`src/hw/rtl/distance_vector_route_table_core_macros.svh`:
```
// assertion macros for the route table core
// both rely on clk_i and rst_ni in the module that uses them
`ifndef DISTANCE_VECTOR_ROUTE_TABLE_CORE_MACROS_SVH
`define DISTANCE_VECTOR_ROUTE_TABLE_CORE_MACROS_SVH

`ifndef SYNTHESIS
`define DVRT_ASSERT(lbl, prop, msg) \
  lbl: assert property (@(posedge clk_i) disable iff (!rst_ni) (prop)) else $error(msg);
`define DVRT_ASSERT_IMPL(lbl, ante, cons, msg) \
  lbl: assert property (@(posedge clk_i) disable iff (!rst_ni) (ante) |-> (cons)) \
    else $error(msg);
`else
`define DVRT_ASSERT(lbl, prop, msg)
`define DVRT_ASSERT_IMPL(lbl, ante, cons, msg)
`endif

`endif

```
`src/hw/rtl/dvrt_pkg.sv`:
```
package dvrt_pkg;

  localparam int TableEntries = 16;
  localparam int NodeIdBits   = 8;
  localparam int CostBits     = 16;
  localparam int IdxBits      = (TableEntries > 1) ? $clog2(TableEntries) : 1;
  localparam int CntBits      = IdxBits + 1;

  localparam logic FuncRelax = 1'b0;
  localparam logic FuncSet   = 1'b1;

  localparam logic [CostBits-1:0] CostMax = {CostBits{1'b1}};

  typedef struct packed {
    logic                  func;
    logic [NodeIdBits-1:0] neighbor_id;
    logic [CostBits-1:0]   link_cost;
    logic [NodeIdBits-1:0] dest_id;
    logic [CostBits-1:0]   advertised_cost;
  } dvrt_in_t;

  typedef struct packed {
    logic [NodeIdBits-1:0] route_dest;
    logic [CostBits-1:0]   route_cost;
    logic [NodeIdBits-1:0] route_next_hop;
    logic                  changed;
    logic                  table_full;
  } dvrt_out_t;

  // one table row as stored in the ram
  typedef struct packed {
    logic [NodeIdBits-1:0] dest;
    logic [CostBits-1:0]   cost;
    logic [NodeIdBits-1:0] next_hop;
  } dvrt_entry_t;

  typedef struct packed {
    logic                  start;
    logic                  func;
    logic [NodeIdBits-1:0] neighbor_id;
    logic [NodeIdBits-1:0] dest_id;
    logic [CostBits-1:0]   cand_cost;
    logic [NodeIdBits-1:0] self_id;
  } dvrt_req_t;

  typedef struct packed {
    logic      done;
    dvrt_out_t result;
  } dvrt_resp_t;

  typedef enum logic [2:0] {
    S_IDLE  = 3'b001,
    S_CHECK = 3'b010,
    S_DONE  = 3'b100
  } scan_state_e;

endpackage

```
`src/hw/rtl/dvrt_ram.sv`:
```
module dvrt_ram #(
  parameter int Width = 32,
  parameter int Depth = 16
) (
  input  logic                                      clk_i,
  input  logic                                      we_i,
  input  logic [((Depth > 1) ? $clog2(Depth) : 1)-1:0] waddr_i,
  input  logic [Width-1:0]                          wdata_i,
  input  logic                                      re_i,
  input  logic [((Depth > 1) ? $clog2(Depth) : 1)-1:0] raddr_i,
  output logic [Width-1:0]                          rdata_o
);

  logic [Width-1:0] mem_q [Depth];
  logic [Width-1:0] rdata_q;

  always_ff @(posedge clk_i) begin
    if (we_i) begin
      mem_q[waddr_i] <= wdata_i;
    end
    if (re_i) begin
      rdata_q <= mem_q[raddr_i];
    end
  end

  assign rdata_o = rdata_q;

endmodule

```
`src/hw/rtl/dvrt_scan.sv`:
```
`include "distance_vector_route_table_core_macros.svh"

module dvrt_scan import dvrt_pkg::*; (
  input  logic       clk_i,
  input  logic       rst_ni,
  input  dvrt_req_t  req_i,
  input  logic       ack_i,
  output dvrt_resp_t resp_o
);

  scan_state_e state_q, state_d;
  logic [IdxBits-1:0] idx_q, idx_d;
  logic [CntBits-1:0] fill_q, fill_d;
  dvrt_out_t res_q, res_d;

  logic               ram_we;
  logic [IdxBits-1:0] ram_waddr;
  dvrt_entry_t        ram_wdata;
  logic               ram_re;
  logic [IdxBits-1:0] ram_raddr;
  dvrt_entry_t        ram_rdata;

  logic miss;
  logic last;
  logic better;

  dvrt_ram #(
    .Width($bits(dvrt_entry_t)),
    .Depth(TableEntries)
  ) u_ram (
    .clk_i  (clk_i),
    .we_i   (ram_we),
    .waddr_i(ram_waddr),
    .wdata_i(ram_wdata),
    .re_i   (ram_re),
    .raddr_i(ram_raddr),
    .rdata_o(ram_rdata)
  );

  assign last   = ({1'b0, idx_q} + CntBits'(1)) >= fill_q;
  assign better = (req_i.func == FuncSet) || (req_i.cand_cost < ram_rdata.cost);

  always_comb begin
    state_d   = state_q;
    idx_d     = idx_q;
    fill_d    = fill_q;
    res_d     = res_q;
    ram_we    = 1'b0;
    ram_waddr = idx_q;
    ram_wdata = '{dest: req_i.dest_id, cost: req_i.cand_cost, next_hop: req_i.neighbor_id};
    ram_re    = 1'b0;
    ram_raddr = '0;
    miss      = 1'b0;
    case (state_q)
      S_IDLE: begin
        if (req_i.start) begin
          res_d.route_dest = req_i.dest_id;
          res_d.changed    = 1'b0;
          res_d.table_full = 1'b0;
          if (req_i.dest_id == req_i.self_id) begin
            // own destination never touches the table
            res_d.route_cost     = '0;
            res_d.route_next_hop = req_i.self_id;
            state_d              = S_DONE;
          end else if (fill_q == '0) begin
            miss = 1'b1;
          end else begin
            ram_re    = 1'b1;
            ram_raddr = '0;
            idx_d     = '0;
            state_d   = S_CHECK;
          end
        end
      end
      S_CHECK: begin
        if (ram_rdata.dest == req_i.dest_id) begin
          ram_we               = better;
          res_d.changed        = better;
          res_d.route_cost     = better ? req_i.cand_cost : ram_rdata.cost;
          res_d.route_next_hop = better ? req_i.neighbor_id : ram_rdata.next_hop;
          state_d              = S_DONE;
        end else if (!last) begin
          ram_re    = 1'b1;
          ram_raddr = idx_q + IdxBits'(1);
          idx_d     = idx_q + IdxBits'(1);
        end else begin
          miss = 1'b1;
        end
      end
      S_DONE: begin
        if (ack_i) begin
          state_d = S_IDLE;
        end
      end
      default: begin
        state_d = S_IDLE;
      end
    endcase

    // unknown destination: append at the fill point or report full
    if (miss) begin
      state_d = S_DONE;
      if (fill_q < CntBits'(TableEntries)) begin
        ram_we               = 1'b1;
        ram_waddr            = fill_q[IdxBits-1:0];
        fill_d               = fill_q + CntBits'(1);
        res_d.changed        = 1'b1;
        res_d.route_cost     = req_i.cand_cost;
        res_d.route_next_hop = req_i.neighbor_id;
      end else begin
        res_d.table_full     = 1'b1;
        res_d.route_cost     = '0;
        res_d.route_next_hop = '0;
      end
    end
  end

  always_ff @(posedge clk_i or negedge rst_ni) begin
    if (!rst_ni) begin
      state_q <= S_IDLE;
      idx_q   <= '0;
      fill_q  <= '0;
    end else begin
      state_q <= state_d;
      idx_q   <= idx_d;
      fill_q  <= fill_d;
    end
  end

  always_ff @(posedge clk_i) begin
    res_q <= res_d;
  end

  assign resp_o.done   = (state_q == S_DONE);
  assign resp_o.result = res_q;

  `DVRT_ASSERT(a_fill_bound, fill_q <= CntBits'(TableEntries), "fill count beyond table size")
  `DVRT_ASSERT_IMPL(a_scan_in_range, state_q == S_CHECK, ({1'b0, idx_q} < fill_q),
                    "scan index past filled rows")
  `DVRT_ASSERT_IMPL(a_fill_step, fill_q != $past(fill_q),
                    fill_q == CntBits'($past(fill_q) + CntBits'(1)), "fill count jumped")
  `DVRT_ASSERT_IMPL(a_write_when_deciding, ram_we, state_q == S_CHECK || state_q == S_IDLE,
                    "table write outside a decision cycle")

endmodule

```
`src/hw/rtl/distance_vector_route_table_core.sv`:
```
// route table core: one result beat per accepted input beat
// the own destination and an empty table skip the scan; else rows are scanned one a cycle
// until the destination is found or the filled rows run out
// one item in flight: the next is accepted once the result is registered at the output
// reset: asynchronous active low, clears the fill count (table empty) and self id to 0
module distance_vector_route_table_core import dvrt_pkg::*; (
  input  logic                  clk_i,
  input  logic                  rst_ni,
  input  logic                  in_valid_i,
  output logic                  in_ready_o,
  input  dvrt_in_t              in_data_i,
  output logic                  out_valid_o,
  input  logic                  out_ready_i,
  output dvrt_out_t             out_data_o,
  input  logic                  cfg_valid_i,
  output logic                  cfg_ready_o,
  input  logic [NodeIdBits-1:0] cfg_data_i
);

  logic                  busy_q;
  logic                  start_q;
  logic                  out_valid_q;
  dvrt_out_t             out_q;
  logic [NodeIdBits-1:0] self_id_q;
  logic                  func_q;
  logic [NodeIdBits-1:0] nbr_q;
  logic [NodeIdBits-1:0] dest_q;
  logic [CostBits-1:0]   cand_q;

  logic                in_accept;
  logic                out_free;
  logic [CostBits:0]   sum;
  logic [CostBits-1:0] cand;
  dvrt_req_t           req;
  dvrt_resp_t          resp;

  assign in_ready_o  = !busy_q;
  assign in_accept   = in_valid_i && in_ready_o;
  assign out_free    = !out_valid_q || out_ready_i;
  assign cfg_ready_o = 1'b1;

  // candidate cost: link cost for a set, else the sum saturated on carry out
  assign sum  = {1'b0, in_data_i.link_cost} + {1'b0, in_data_i.advertised_cost};
  assign cand = (in_data_i.func == FuncSet) ? in_data_i.link_cost :
                (sum[CostBits] ? CostMax : sum[CostBits-1:0]);

  assign req = '{start: start_q, func: func_q, neighbor_id: nbr_q, dest_id: dest_q,
                 cand_cost: cand_q, self_id: self_id_q};

  dvrt_scan u_scan (
    .clk_i (clk_i),
    .rst_ni(rst_ni),
    .req_i (req),
    .ack_i (out_free),
    .resp_o(resp)
  );

  always_ff @(posedge clk_i or negedge rst_ni) begin
    if (!rst_ni) begin
      busy_q      <= 1'b0;
      start_q     <= 1'b0;
      out_valid_q <= 1'b0;
      self_id_q   <= '0;
    end else begin
      start_q <= in_accept;
      if (in_accept) begin
        busy_q <= 1'b1;
      end else if (resp.done && out_free) begin
        busy_q <= 1'b0;
      end
      if (resp.done && out_free) begin
        out_valid_q <= 1'b1;
      end else if (out_ready_i) begin
        out_valid_q <= 1'b0;
      end
      if (cfg_valid_i) begin
        self_id_q <= cfg_data_i;
      end
    end
  end

  always_ff @(posedge clk_i) begin
    if (in_accept) begin
      func_q <= in_data_i.func;
      nbr_q  <= in_data_i.neighbor_id;
      dest_q <= in_data_i.dest_id;
      cand_q <= cand;
    end
    if (resp.done && out_free) begin
      out_q <= resp.result;
    end
  end

  assign out_valid_o = out_valid_q;
  assign out_data_o  = out_q;

endmodule

```
`config.mk`:
```
export PLATFORM = sky130hd
export DESIGN_NAME = distance_vector_route_table_core
export DESIGN_NICKNAME = d
export VERILOG_FILES = /design/src/hw/rtl/dvrt_pkg.sv /design/src/hw/rtl/dvrt_ram.sv /design/src/hw/rtl/dvrt_scan.sv /design/src/hw/rtl/distance_vector_route_table_core.sv
export VERILOG_INCLUDE_DIRS = /design/src /design/src/hw/rtl
export SDC_FILE = /design/constraint.sdc
export NUM_CORES = 1
export LEC_CHECK = 0
export BUFFER_PORTS_ARGS = -buffer_cell sky130_fd_sc_hd__buf_2
export CAP_MARGIN = 40
export CORE_ASPECT_RATIO = 0.75
export CORE_UTILIZATION = 40
export DETAILED_ROUTE_END_ITERATION = 16
export PLACE_DENSITY_LB_ADDON = 0.3
export SYNTH_ARGS = -nofsm -noshare
export SYNTH_HDL_FRONTEND = slang
export SYNTH_SLANG_ARGS = --single-unit
```
`constraint.sdc`:
```
create_clock -name clk_i -period 5.3 [get_ports clk_i]
set_input_delay 0.795 -clock clk_i [delete_from_list [all_inputs] [get_ports clk_i]]
set_output_delay 0.795 -clock clk_i [all_outputs]
set_load 0.03 [all_outputs]
```
==> summary.txt <==
Clock network
  – Setup bufs post-CTS: 0
  – Clk_lat worst skew: 600 ps
  – Clk sinks: between 600 and 700
  – Clock tree root buffer cell: clkbuf_16
  – CTS resizes: 0
  – Clock slew at reported path FFs: 60 ps
  – H-tree depth: 3
  – CTS Buf Count: 66
  – Post-CTS Hold Fix Bufs: 0
  – CTS tree: built
  – Clock Path Buffers: 3

Placed design
  – Post-Place Worst Slack: about 1000 ps
  – GP Congestion: between 0.8 and 0.9
  – DP Wirelength: around 45000 um
  – I/O Buffers: 97

Setup path
  – Reg2reg path depth: 13
  – Crit path DAT: a little under 5000 ps
  – Reg2reg start: u_scan.idx_q[0]
  – Critical Path Fanout Max: 17
  – Critical Path RT: approximately 5700 ps
  – Endpoint class of the critical path: flop
  – Worst setup path start: u_scan.idx_q[0]
  – CP Class: flop to flop
  – Startpoint types: flop

Pwr
  – Leakage: between 10 and 15 nW
  – Peak VDD IR: about 0.00025 V
  – Clock power share: 0.391
  – Power share of the sequential group: 0.524
  – Psw: between 2 and 3 mW
  – Pwr dens: 373 nW/um^2
  – Combinational power share: 0.085
  – Int Pwr: between 8 and 9 mW
  – Switching Share: 0.237

GRT
  – Vias in the first global route: ~16000
  – Antenna violations before repair: 4
  – Pin count of the biggest net entering global routing: 64
  – Grt ovf: 0
  – Global-route wire length before repair: between 100000 and 150000 um
  – Total GRT Usage: 0.208
  – Met3 GRT Util: 0.0365
  – Met1 Track Usage GR: 0.328
  – Met2 usage: 0.298
  – Global routing's busiest layer: met1

Route
  – Wire length per cell: around 26 um
  – Post-route DRC: 0
  – Routed WL: 71900 um
  – Drt pass-1 iters: 6
  – Routed vias: ~16000
  – Number of DRC markers in iteration 0: between 1500 and 2000
  – Post-DRT Antenna Nets: 0
  – Vias/cell: approximately 5.8

Logic synthesis
  – Register bit total from synthesis: ~670
  – Cell variety after synth: 62
  – Syn Std Cell Area: 27200 um^2
  – Top cells by area, synth: edfxtp_1 (71%), mux2i_1 (2.9%), mux4_2 (2.6%)
  – Most common flop cell mapped by yosys: edfxtp_1
  – Synth area leader: edfxtp_1
  – Post-synth EDFFs: ~640
  – Syn_area_per_cell: 16.1 um^2
  – Synthesized netlist cell count: 1690
  – Sequential-to-total area share from yosys stat: 0.733
  – Async set or reset register ratio after synthesis: 0.0344
  – Yosys Warn Count: 0
  – Synthesized Nets: approximately 1800
  – Top-area cell type share of the netlist area: 0.710

STA
  – Min cycle time layout: ~4400 ps
  – Final setup violating endpoints: 0
  – Least-Margin Pin Slew: between 900 and 1000 ps
  – Relative slew slack: 0.376
  – Fmax: 226 MHz
  – Fin worst setup slack: 870 ps
  – Final Hold Viols: 0
  – Slew Limit Fails: 0
  – Final Cycle Share: 0.836
  – Clk_skew: about 19 ps
  – RSZ-0062 raised after global routing: no
  – Fin Setup TNS: 0 ps

Finish
  – ANT cells: 0
  – Post-layout nets: a little under 2000
  – P&R area growth vs syn: 16.1%
  – Most frequent cells in the layout: edfxtp_1 (643), nand2_1 (134), buf_2 (97), mux2i_1 (80), inv_1 (76)
  – Most common cell after layout, fill and taps aside: edfxtp_1
  – Layout cells sized above 1: 0.192

Die
  – Chip height: between 200 and 250 um
  – I/O pins: between 90 and 100
  – DIE AREA: a little under 70000 um^2
  – Core Rows: 82
  – Die width: 303 um
  – Initial core utilization: 0.406
  – Placeable Area: ~67000 um^2

Status
  – Run status: finished, final reports clean

Worst hold path
  – Worst min-delay path class: primary input to asynchronous set/reset pin

Run
  – Max-cap violations: 0
==> cells in the mapped netlist (8+ instances only) <==
cell type / count
a2111oi_0: 15
a211oi_1: 33
a21o_1: 8
a21oi_1: 52
a221o_1: 9
a22o_1: 16
a22oi_1: 15
a2bb2oi_1: 10
a32o_1: 38
and4_1: 30
buf_2: 26
clkbuf_1: 52
dfrtp_1: 22
edfxtp_1: 643
ha_1: 39
inv_1: 76
mux2i_1: 80
mux4_2: 32
nand2_1: 138
nand3_1: 15
nand4_1: 30
nor2_1: 61
nor3_1: 8
nor4_1: 16
o211a_1: 31
o211ai_1: 20
o21ai_0: 28
o22ai_1: 8
o31ai_1: 16
or2_2: 18
xnor2_1: 17
xor2_1: 16
==> kinds of logic (layout without fill, tap and decap cells) <==
kind of cell | after synthesis | after routing | share of synthesized area
AO/OA/AOI/OAI | 319 | 319 | 0.0900
XOR/XNOR | 33 | 33 | 0.0106
adder cells (fa/ha/maj) | 40 | 40 | 0.0187
buffers and inverters | 168 | 372 | 0.0253
flip-flops | 668 | 668 | 0.733
multiplexers | 112 | 112 | 0.0559
other | 1 | 1 | 0.000138
AND/OR/NAND/NOR | 349 | 349 | 0.0666
==> layer usage <==
layer  vias to the layer above  share of wire  routed length [um]
li1                       6998              -                   -
met1                      8191           0.46               33300
met2                       806           0.43               30800
met3                       100          0.091                6550
met4                         4          0.017                1220
met5                         -        0.00038                  27
==> stage by stage <==
step | hold WS [ps] | instances | util | instance area [um^2] | total power, mW
after floorplan | 400 | 1690 | - | 27200 | 6.80
after global placement | 402 | 2659 | 0.439 | 29400 | 7.23
after detailed placement | 405 | 2661 | 0.440 | 29500 | 7.27
after CTS | 194 | 2776 | 0.471 | 31600 | 11.9
after global routing | 221 | 2776 | 0.471 | 31600 | 12.2
final | 211 | 2776 | 0.471 | 31600 | 11.8
==> final timing paths <==
kind / to / slack (ps)
max reg2reg: u_scan.u_ram.rdata_o[28] / 870
max in group asynchronous: u_scan.idx_q[0] / 4630
max: u_scan.u_ram.rdata_o[28] / 870
min reg2reg: out_data_o[32] / 420
min: u_scan.fill_q[3] / 210
min in group clk_i: nbr_q[1] / 370
==> registers in the layout (all words and copies together) (netlist names), 4 cells and up <==
name / count
u_scan.u_ram.mem_q: 512
u_scan.u_ram.rdata_o: 32
self_id_q: 8
nbr_q: 8
cand_q: 16
u_scan.resp_o: 34
dest_q: 8
out_data_o: 34
u_scan.fill_q: 5
u_scan.idx_q: 4
==> area by class of cell <==
class,count,area (um^2)
Multi-Input combinational cell,854,6770
Inverter,77,289
Sequential cell,668,19900
Fill cell,5655,35400
Clock buffer,77,1760
Tap cell,882,1100
Clock inverter,38,344
Timing Repair Buffer,180,1390
==> worst max-delay path: stages, from the launching register on <==
cell and delay, ps:
dfrtp_4 530, ha_1 250, xnor2_1 450, inv_2 80, ha_1 300, a211oi_1 260
nor2_1 130, or2_1 340, buf_4 260, nor3_4 720, buf_4 310, nand2_1 70
a32o_1 240, nor4_1 250
==> power groups by stage <==
stage / logic (mW) / clock network, mW / registers, mW
6_report: 0.999 / 4.61 / 6.18
5_1_grt: 1.07 / 4.90 / 6.19
3_5_place_dp: 0.984 / 0 / 6.28
3_3_place_gp: 0.954 / 0 / 6.28
2_1_floorplan: 0.527 / 0 / 6.27
4_1_cts: 0.987 / 4.71 / 6.17
(Power assumes the default switching activity.)
